==> config.mk <==
export PLATFORM = sky130hd
export DESIGN_NAME = cron_field_mask_parser_unit
export DESIGN_NICKNAME = d
export VERILOG_FILES = /design/src/hw/rtl/cfmp_pkg.sv /design/src/hw/rtl/cfmp_mask_walker.sv /design/src/hw/rtl/cron_field_mask_parser_unit.sv
export SDC_FILE = /design/constraint.sdc
export NUM_CORES = 1
export LEC_CHECK = 0
export BUFFER_PORTS_ARGS = -buffer_cell sky130_fd_sc_hd__buf_4
export CAP_MARGIN = 0
export CORE_ASPECT_RATIO = 1.1
export CORE_MARGIN = 8
export CORE_UTILIZATION = 26
export CTS_BUF_LIST = sky130_fd_sc_hd__clkbuf_4
export CTS_CLUSTER_SIZE = 24
export DETAILED_ROUTE_END_ITERATION = 6
export PLACE_DENSITY_LB_ADDON = 0.12
export SLEW_MARGIN = 15
export SYNTH_ARGS = -nofsm -noshare
export SYNTH_HDL_FRONTEND = slang
export SYNTH_SLANG_ARGS = --single-unit
==> constraint.sdc <==
create_clock -name clock -period 5.2 [get_ports clock]
set_input_delay 0.52 -clock clock [delete_from_list [all_inputs] [get_ports clock]]
set_output_delay 0.52 -clock clock [all_outputs]
set_load 0.01 [all_outputs]
==> src/hw/rtl/cfmp_pkg.sv <==
`default_nettype none
package cfmp_pkg;

   // field limits
   localparam logic [6:0] SECMIN_MAX   = 7'd59;
   localparam logic [6:0] HOUR_MAX     = 7'd23;
   localparam logic [6:0] WEEKDAY_MAX  = 7'd7;
   localparam logic [6:0] MONTHDAY_MAX = 7'd31;
   localparam logic [6:0] MONTH_MAX    = 7'd12;
   localparam logic [6:0] DIGIT_SAT    = 7'd127;
   localparam int         MASK_W       = 60;
   localparam int         IDX_W        = 6;

   // field kinds
   localparam logic [2:0] KIND_SECMIN   = 3'd0;
   localparam logic [2:0] KIND_HOUR     = 3'd1;
   localparam logic [2:0] KIND_WEEKDAY  = 3'd2;
   localparam logic [2:0] KIND_MONTHDAY = 3'd3;
   localparam logic [2:0] KIND_MONTH    = 3'd4;

   // character codes
   localparam logic [7:0] CH_END   = 8'h00;
   localparam logic [7:0] CH_COMMA = 8'h2c;
   localparam logic [7:0] CH_STAR  = 8'h2a;
   localparam logic [7:0] CH_DASH  = 8'h2d;
   localparam logic [7:0] CH_SLASH = 8'h2f;
   localparam logic [7:0] CH_ZERO  = 8'h30;
   localparam logic [7:0] CH_NINE  = 8'h39;

   typedef enum logic [2:0] {
      PH_START,
      PH_STAR,
      PH_FIRST,
      PH_DASH,
      PH_SECOND,
      PH_RANGE_STEP,
      PH_STAR_STEP
   } phase_type;

   typedef enum logic [1:0] {
      S_IDLE,
      S_WALK,
      S_EMIT
   } state_type;

   typedef struct packed {
      logic [7:0] character;
      logic [2:0] field_kind;
   } req_type;

   typedef struct packed {
      logic [MASK_W-1:0] mask;
      logic              error;
   } rsp_type;

   // bit walk command: first index, last allowed index, stride
   typedef struct packed {
      logic [IDX_W-1:0] start;
      logic [IDX_W-1:0] last;
      logic [IDX_W-1:0] step;
   } walk_cmd_type;

   typedef struct packed {
      logic active;
      logic last;
   } walk_status_type;

endpackage
`default_nettype wire

==> src/hw/rtl/cfmp_mask_walker.sv <==
`default_nettype none
module cfmp_mask_walker (
   input  wire logic                     clock,
   input  wire logic                     reset,
   input  wire logic                     launch,
   input  wire cfmp_pkg::walk_cmd_type   cmd,
   input  wire logic                     clear,
   output cfmp_pkg::walk_status_type     status,
   output logic [cfmp_pkg::MASK_W-1:0]   mask
);

   logic                          active_ff, active_in;
   logic [cfmp_pkg::IDX_W-1:0]    idx_ff, idx_in;
   logic [cfmp_pkg::IDX_W-1:0]    last_ff, last_in;
   logic [cfmp_pkg::IDX_W-1:0]    step_ff, step_in;
   logic [cfmp_pkg::MASK_W-1:0]   mask_ff, mask_in;
   logic [cfmp_pkg::IDX_W:0]      next_idx;
   logic                          final_bit;

   // shared adder and compare
   assign next_idx  = {1'b0, idx_ff} + {1'b0, step_ff};
   assign final_bit = active_ff && (next_idx > {1'b0, last_ff});

   always_comb begin
      active_in = active_ff;
      idx_in    = idx_ff;
      last_in   = last_ff;
      step_in   = step_ff;
      mask_in   = mask_ff;
      if (clear) begin
         mask_in = '0;
      end
      if (launch) begin
         active_in = 1'b1;
         idx_in    = cmd.start;
         last_in   = cmd.last;
         step_in   = cmd.step;
      end else if (active_ff) begin
         // set one bit per cycle
         mask_in = mask_ff | (cfmp_pkg::MASK_W'(1) << idx_ff);
         if (final_bit) begin
            active_in = 1'b0;
         end else begin
            idx_in = next_idx[cfmp_pkg::IDX_W-1:0];
         end
      end
   end

   always_ff @(posedge clock) begin
      if (reset) begin
         active_ff <= 1'b0;
         mask_ff   <= '0;
      end else begin
         active_ff <= active_in;
         mask_ff   <= mask_in;
      end
      idx_ff  <= idx_in;
      last_ff <= last_in;
      step_ff <= step_in;
   end

   assign status.active = active_ff;
   assign status.last   = final_bit;
   assign mask          = mask_ff;

endmodule
`default_nettype wire

==> src/hw/rtl/cron_field_mask_parser_unit.sv <==
// cron field mask parser
// an ordinary character request only updates the parse state; a comma or the terminator ends an element
// and then the shared bit walker sets one mask bit per cycle
// the response is registered from the emit state, once the output register is free, after the walk ends
// (or after the terminator if no walk is needed); requests are taken again once the response is loaded
// synchronous active-high reset clears the mask, parse state and response valid
`default_nettype none
module cron_field_mask_parser_unit (
   input  wire logic              clock,
   input  wire logic              reset,
   input  wire logic              req_valid,
   output logic                   req_ready,
   input  wire cfmp_pkg::req_type req_data,
   output logic                   rsp_valid,
   input  wire logic              rsp_ready,
   output cfmp_pkg::rsp_type      rsp_data
);

   cfmp_pkg::state_type           state_ff, state_in;
   cfmp_pkg::phase_type           phase_ff, phase_in;
   logic [6:0]                    first_ff, first_in;
   logic [6:0]                    second_ff, second_in;
   logic [6:0]                    digit_ff, digit_in;
   logic                          invalid_ff, invalid_in;
   logic                          term_ff, term_in;
   logic                          rsp_valid_ff, rsp_valid_in;
   cfmp_pkg::rsp_type             rsp_data_ff, rsp_data_in;

   logic                          accepted;
   logic                          is_digit;
   logic                          is_end;
   logic                          is_comma;
   logic                          ends_element;
   logic [10:0]                   digit_sum;
   logic [6:0]                    digit_next;
   logic                          kind_ok;
   logic [6:0]                    lo;
   logic [6:0]                    hi;
   logic [6:0]                    a_val;
   logic [6:0]                    b_val;
   logic [6:0]                    s_val;
   logic                          elem_ok;
   cfmp_pkg::walk_cmd_type        cmd;
   logic                          launch;
   logic                          load_rsp;
   cfmp_pkg::walk_status_type     walk_status;
   logic [cfmp_pkg::MASK_W-1:0]   walk_mask;

   // character decode
   assign accepted     = req_valid && req_ready;
   assign is_end       = req_data.character == cfmp_pkg::CH_END;
   assign is_comma     = req_data.character == cfmp_pkg::CH_COMMA;
   assign is_digit     = (req_data.character >= cfmp_pkg::CH_ZERO) &&
                         (req_data.character <= cfmp_pkg::CH_NINE);
   assign ends_element = is_end || is_comma;

   // decimal accumulate with saturation
   assign digit_sum  = 11'(digit_ff) * 11'd10 +
                       11'(req_data.character[3:0]);
   assign digit_next = (digit_sum > 11'(cfmp_pkg::DIGIT_SAT)) ?
                       cfmp_pkg::DIGIT_SAT : digit_sum[6:0];

   // field bounds
   always_comb begin
      kind_ok = 1'b1;
      lo      = 7'd0;
      hi      = 7'd0;
      case (req_data.field_kind)
         cfmp_pkg::KIND_SECMIN: begin
            hi = cfmp_pkg::SECMIN_MAX;
         end
         cfmp_pkg::KIND_HOUR: begin
            hi = cfmp_pkg::HOUR_MAX;
         end
         cfmp_pkg::KIND_WEEKDAY: begin
            lo = 7'd1;
            hi = cfmp_pkg::WEEKDAY_MAX;
         end
         cfmp_pkg::KIND_MONTHDAY: begin
            lo = 7'd1;
            hi = cfmp_pkg::MONTHDAY_MAX;
         end
         cfmp_pkg::KIND_MONTH: begin
            lo = 7'd1;
            hi = cfmp_pkg::MONTH_MAX;
         end
         default: begin
            kind_ok = 1'b0;
         end
      endcase
   end

   // element check and walk command
   always_comb begin
      a_val   = first_ff;
      b_val   = digit_ff;
      s_val   = 7'd1;
      elem_ok = 1'b0;
      cmd     = '0;
      case (phase_ff)
         cfmp_pkg::PH_STAR: begin
            elem_ok    = kind_ok;
            cmd.start  = '0;
            cmd.last   = cfmp_pkg::IDX_W'(hi - lo);
            cmd.step   = cfmp_pkg::IDX_W'(1);
         end
         cfmp_pkg::PH_FIRST: begin
            a_val     = digit_ff;
            elem_ok   = kind_ok && (a_val >= lo) && (a_val <= hi);
            cmd.start = cfmp_pkg::IDX_W'(a_val - lo);
            cmd.last  = cfmp_pkg::IDX_W'(a_val - lo);
            cmd.step  = cfmp_pkg::IDX_W'(1);
         end
         cfmp_pkg::PH_SECOND, cfmp_pkg::PH_RANGE_STEP: begin
            if (phase_ff == cfmp_pkg::PH_RANGE_STEP) begin
               b_val = second_ff;
               s_val = digit_ff;
            end
            elem_ok   = kind_ok && (a_val >= lo) && (a_val <= hi) &&
                        (b_val >= lo) && (b_val <= hi) && (a_val <= b_val) &&
                        (s_val >= 7'd1) && (s_val <= hi);
            cmd.start = cfmp_pkg::IDX_W'(a_val - lo);
            cmd.last  = cfmp_pkg::IDX_W'(b_val - lo);
            cmd.step  = cfmp_pkg::IDX_W'(s_val);
         end
         cfmp_pkg::PH_STAR_STEP: begin
            s_val     = digit_ff;
            elem_ok   = kind_ok && (s_val >= 7'd1) && (s_val <= hi);
            cmd.start = cfmp_pkg::IDX_W'(s_val - 7'd1);
            cmd.last  = cfmp_pkg::IDX_W'(hi - lo);
            cmd.step  = cfmp_pkg::IDX_W'(s_val);
         end
         default: begin
            elem_ok = 1'b0;
         end
      endcase
   end

   // next state
   always_comb begin
      state_in = state_ff;
      term_in  = term_ff;
      case (state_ff)
         cfmp_pkg::S_IDLE: begin
            if (accepted && ends_element && !invalid_ff && elem_ok) begin
               state_in = cfmp_pkg::S_WALK;
               term_in  = is_end;
            end else if (accepted && is_end) begin
               state_in = cfmp_pkg::S_EMIT;
            end
         end
         cfmp_pkg::S_WALK: begin
            if (walk_status.last) begin
               state_in = term_ff ? cfmp_pkg::S_EMIT : cfmp_pkg::S_IDLE;
            end
         end
         cfmp_pkg::S_EMIT: begin
            if (!rsp_valid_ff || rsp_ready) begin
               state_in = cfmp_pkg::S_IDLE;
            end
         end
         default: begin
            state_in = cfmp_pkg::S_IDLE;
         end
      endcase
   end

   // sequencer outputs
   always_comb begin
      req_ready = 1'b0;
      launch    = 1'b0;
      load_rsp  = 1'b0;
      case (state_ff)
         cfmp_pkg::S_IDLE: begin
            req_ready = 1'b1;
            launch    = accepted && ends_element && !invalid_ff && elem_ok;
         end
         cfmp_pkg::S_EMIT: begin
            load_rsp = !rsp_valid_ff || rsp_ready;
         end
         default: begin
            req_ready = 1'b0;
         end
      endcase
   end

   // parse state update
   always_comb begin
      phase_in   = phase_ff;
      first_in   = first_ff;
      second_in  = second_ff;
      digit_in   = digit_ff;
      invalid_in = invalid_ff;
      if (load_rsp) begin
         invalid_in = 1'b0;
      end
      // terminator returns the element parse to its start, even in a bad string
      if (accepted && is_end) begin
         phase_in  = cfmp_pkg::PH_START;
         first_in  = '0;
         second_in = '0;
         digit_in  = '0;
      end
      if (accepted && !invalid_ff) begin
         if (ends_element) begin
            invalid_in = !elem_ok;
            phase_in   = cfmp_pkg::PH_START;
            first_in   = '0;
            second_in  = '0;
            digit_in   = '0;
         end else begin
            case (phase_ff)
               cfmp_pkg::PH_START: begin
                  if (req_data.character == cfmp_pkg::CH_STAR) begin
                     phase_in = cfmp_pkg::PH_STAR;
                  end else if (is_digit) begin
                     digit_in = digit_next;
                     phase_in = cfmp_pkg::PH_FIRST;
                  end else begin
                     invalid_in = 1'b1;
                  end
               end
               cfmp_pkg::PH_STAR: begin
                  if (req_data.character == cfmp_pkg::CH_SLASH) begin
                     digit_in = '0;
                     phase_in = cfmp_pkg::PH_STAR_STEP;
                  end else begin
                     invalid_in = 1'b1;
                  end
               end
               cfmp_pkg::PH_FIRST: begin
                  if (is_digit) begin
                     digit_in = digit_next;
                  end else if (req_data.character == cfmp_pkg::CH_DASH) begin
                     first_in = digit_ff;
                     digit_in = '0;
                     phase_in = cfmp_pkg::PH_DASH;
                  end else begin
                     invalid_in = 1'b1;
                  end
               end
               cfmp_pkg::PH_DASH: begin
                  if (is_digit) begin
                     digit_in = digit_next;
                     phase_in = cfmp_pkg::PH_SECOND;
                  end else begin
                     invalid_in = 1'b1;
                  end
               end
               cfmp_pkg::PH_SECOND: begin
                  if (is_digit) begin
                     digit_in = digit_next;
                  end else if (req_data.character == cfmp_pkg::CH_SLASH) begin
                     second_in = digit_ff;
                     digit_in  = '0;
                     phase_in  = cfmp_pkg::PH_RANGE_STEP;
                  end else begin
                     invalid_in = 1'b1;
                  end
               end
               cfmp_pkg::PH_RANGE_STEP, cfmp_pkg::PH_STAR_STEP: begin
                  if (is_digit) begin
                     digit_in = digit_next;
                  end else begin
                     invalid_in = 1'b1;
                  end
               end
               default: begin
                  invalid_in = 1'b1;
               end
            endcase
         end
      end
   end

   // response register
   always_comb begin
      rsp_valid_in = rsp_valid_ff;
      rsp_data_in  = rsp_data_ff;
      if (load_rsp) begin
         rsp_valid_in      = 1'b1;
         rsp_data_in.mask  = invalid_ff ? '0 : walk_mask;
         rsp_data_in.error = invalid_ff;
      end else if (rsp_ready) begin
         rsp_valid_in = 1'b0;
      end
   end

   always_ff @(posedge clock) begin
      if (reset) begin
         state_ff     <= cfmp_pkg::S_IDLE;
         phase_ff     <= cfmp_pkg::PH_START;
         first_ff     <= '0;
         second_ff    <= '0;
         digit_ff     <= '0;
         invalid_ff   <= 1'b0;
         term_ff      <= 1'b0;
         rsp_valid_ff <= 1'b0;
      end else begin
         state_ff     <= state_in;
         phase_ff     <= phase_in;
         first_ff     <= first_in;
         second_ff    <= second_in;
         digit_ff     <= digit_in;
         invalid_ff   <= invalid_in;
         term_ff      <= term_in;
         rsp_valid_ff <= rsp_valid_in;
      end
      rsp_data_ff <= rsp_data_in;
   end

   // shared bit walker holds the mask accumulator
   cfmp_mask_walker u_walker (
      .clock  (clock),
      .reset  (reset),
      .launch (launch),
      .cmd    (cmd),
      .clear  (load_rsp),
      .status (walk_status),
      .mask   (walk_mask)
   );

   assign rsp_valid = rsp_valid_ff;
   assign rsp_data  = rsp_data_ff;

endmodule
`default_nettype wire

==> results.ini <==
[logic_synthesis]
synth.avg_cell_area_sq_um=9.49
synth-seq-cells=169
yosysTopAreaCellShare=0.260
yosys.cell_types.count=69
yosysMostFrequentCell=nor2_1
syn_area_sq_mm=0.00911
synth_flop_cell=dfxtp_1
synth-async-reset-ratio=0
ys_seq_area_frac=0.458
synth_edf_count=79
syn_inst=960
synth_area_leader_cell=edfxtp_1
yosysWarnings=0
synth.cells.most_frequent=nor2_1 (125), dfxtp_1 (90), edfxtp_1 (79)
syn_nets=1043
synth_area_leaders=edfxtp_1 (26%), dfxtp_1 (20%), ha_1 (8.9%), nor2b_1 (5.3%), nor2_1 (5.1%)

[sta]
post-route-period-util=0.785
slew_viol_final=0
grt_setup_unrepaired=false
layout_min_cycle_time_ns=4.08
hold_viol_final=0
setup_viol=0
totalNegativeSetupSlack_ns=0
finalClockSkew_ns=0.0256
worstMarginPinSlew_ns=0.904
slew_headroom=0.393
setup_ws_ns=1.12
fmax_mhz=245

[routing]
drcViolationCount=0
drtAntennaViolNets=0
routed_wirelength_microns=24900
vias_per_cell=4.74
wl_per_cell_microns=16.9
drt_first_iter_violations=395
via_count=6958
dr.pass1.iters=4

[place]
pre_cts_ws_ns=1.00
port-buffer-count=77
gp_congestion=0.791
place_hpwl_microns=17800

[setup_path]
worstPathMaxFanout=43
required_ns=5.41
setup.worst_path.class=reg2reg
rr_worst_depth=11
start_kind=flip-flop
reg2reg_to=u_walker.last_ff[3]
cp-end-kind=flip-flop
arrival_ns=4.29
r2r-start=phase_ff[1]
rrSetupSlack_ns=1.12

[clock_network]
htreeDepth=4
postCtsHoldBufs=0
cts_root_buffer=clkbuf_4
cts.clk_slew.worst_paths_ns=0.14
cts_setup_buffers=0
clock-sinks=169
clk_latency_ns=0.57
cts_resized=0
clk_path_buf_depth=2
cts_tree=yes
cts_buffers=17

[pwr]
comb_power_share=0.057
p_sw_w=0.000572
power_frac_seq=0.612
p_clk_frac=0.331
p_int_w=0.00169
p_leak_nw=4.09
swShare=0.253
irDropWorstVdd_mv=0.102
p_per_area_mw_per_mm2=218

[finish]
fillerInstances=3673
layout.core_utilization=0.297
drive_gt1_frac=0.133
area.growth.synth_to_final_pct=13.6
nets=1093

[floorplan]
die_y_microns=212
core_area_sq_mm=0.0349
start_util=0.261
num_io_pins=78
die-area_sq_mm=0.0413
num_rows=72
fp.dieW_microns=194

[global_routing]
grt_max_degree=64
grt_pass1_vias=6967
grt_pass1_wl_microns=39600
gr-total-overflow=0
grt_usage=0.120
antenna_found_initial=1

[flow_run]
drv_cap=0

[worst_hold_path]
hold_path.startpoint=reset
hold_class=in2reg
holdPathStages=2
min_to=rsp_valid

[run_status]
status=completed

[power by group through the flow]
stage	Sequential [W]	Clock, W	Combinational, W
detailed placement	0.00141	0	0.000130
CTS	0.00138	0.000792	0.000131
finish	0.00138	0.000746	0.000129
floorplan	0.00141	0	0.0000923
global placement	0.00141	0	0.000131
global route	0.00138	0.000831	0.000146
[cells by family after synthesis]
kind of cell	count (synthesis)	share of synthesized area
AOI/OAI and AO/OA	212	0.150
xor gates and xnor gates	26	0.0250
adders and majority gates	68	0.0959
buffers and inverters	95	0.0463
DFF	169	0.458
muxes	12	0.0137
and+or+nand+nor	378	0.211
[per-stage QoR]
stage	cell area, sq um	total power, W	hold slack [ns]	std cells
after CTS	10300	0.00231	0.144	1467
after global placement	10100	0.00154	0.440	1435
final	10400	0.00226	0.198	1468
after floorplan	9110	0.00150	0.406	960
after global routing	10400	0.00236	0.169	1468
after detailed placement	10100	0.00154	0.447	1435
[placed cells by master, fill, tap and decap left out, drive strengths merged, types with 8 or more instances in the layout]
master,n
nor2,126
buf,91
dfxtp,90
edfxtp,79
nor2b,77
a21oi,71
ha,65
nand2,54
inv,39
a31oi,27
o21ai,26
nor3,22
clkbuf,20
nand3,18
a41oi,18
xnor2,16
nand2b,14
and2,13
a21o,13
a22oi,11
o22ai,10
xor2,10
nor4,10
nand4,8
mux2i,8
[state kept, by name (all words and copies together) (netlist names)]
register and count:
digit_ff 7, first_ff 7, invalid_ff 1, phase_ff 3, rsp_data 61, rsp_valid 1, second_ff 7, state_ff 2
term_ff 1, u_walker.active_ff 1, u_walker.idx_ff 6, u_walker.last_ff 6, u_walker.mask 60, u_walker.step_ff 6
[routing by layer]
| metal | track usage | up-vias | share of wire |
|---|---|---|---|
| met1 | 0.152 | 3253 | 0.46 |
| met5 | 0 | - | 0 |
| met3 | 0.0207 | 24 | 0.033 |
| met4 | 0.0353 | 0 | 0.016 |
| li1 | - | 3559 | - |
| met2 | 0.208 | 122 | 0.49 |
[worst max-delay path, cell delays in order, from the launching register on]
cell	delay, ns
dfxtp_1	0.33
and3b_1	0.68
nor2_1	0.08
a21oi_1	0.47
ha_1	0.35
nor2b_1	0.14
o31ai_1	0.24
a21oi_1	0.11
o31ai_1	0.25
a31oi_1	0.22
nand2b_4	0.42
inv_1	0.45
[cell type report]
type                    count  area, sq um  area share
multi-input cells         696         4520       0.437
flip-flops and latches    169         4180       0.403
repair buffers             91          696      0.0672
well taps                 444          556      0.0537
clock buffers              20          150      0.0145
inverters                  35          131      0.0127
clock inverters            12          116      0.0112
diodes                      1         2.50    0.000242
[worst max-delay path by stage]
stage,from,to,slack (ns)
final,phase_ff[1],u_walker.last_ff[3],1.12
after global placement,req_data[0],u_walker.idx_ff[0],1.09
after global routing,phase_ff[1],u_walker.mask[36],0.87
after detailed placement,req_data[0],u_walker.idx_ff[0],1.00
after CTS,phase_ff[1],u_walker.last_ff[3],1.12
after floorplan,rsp_ready,u_walker.mask[12],1.06
(Power assumes the default switching activity.)
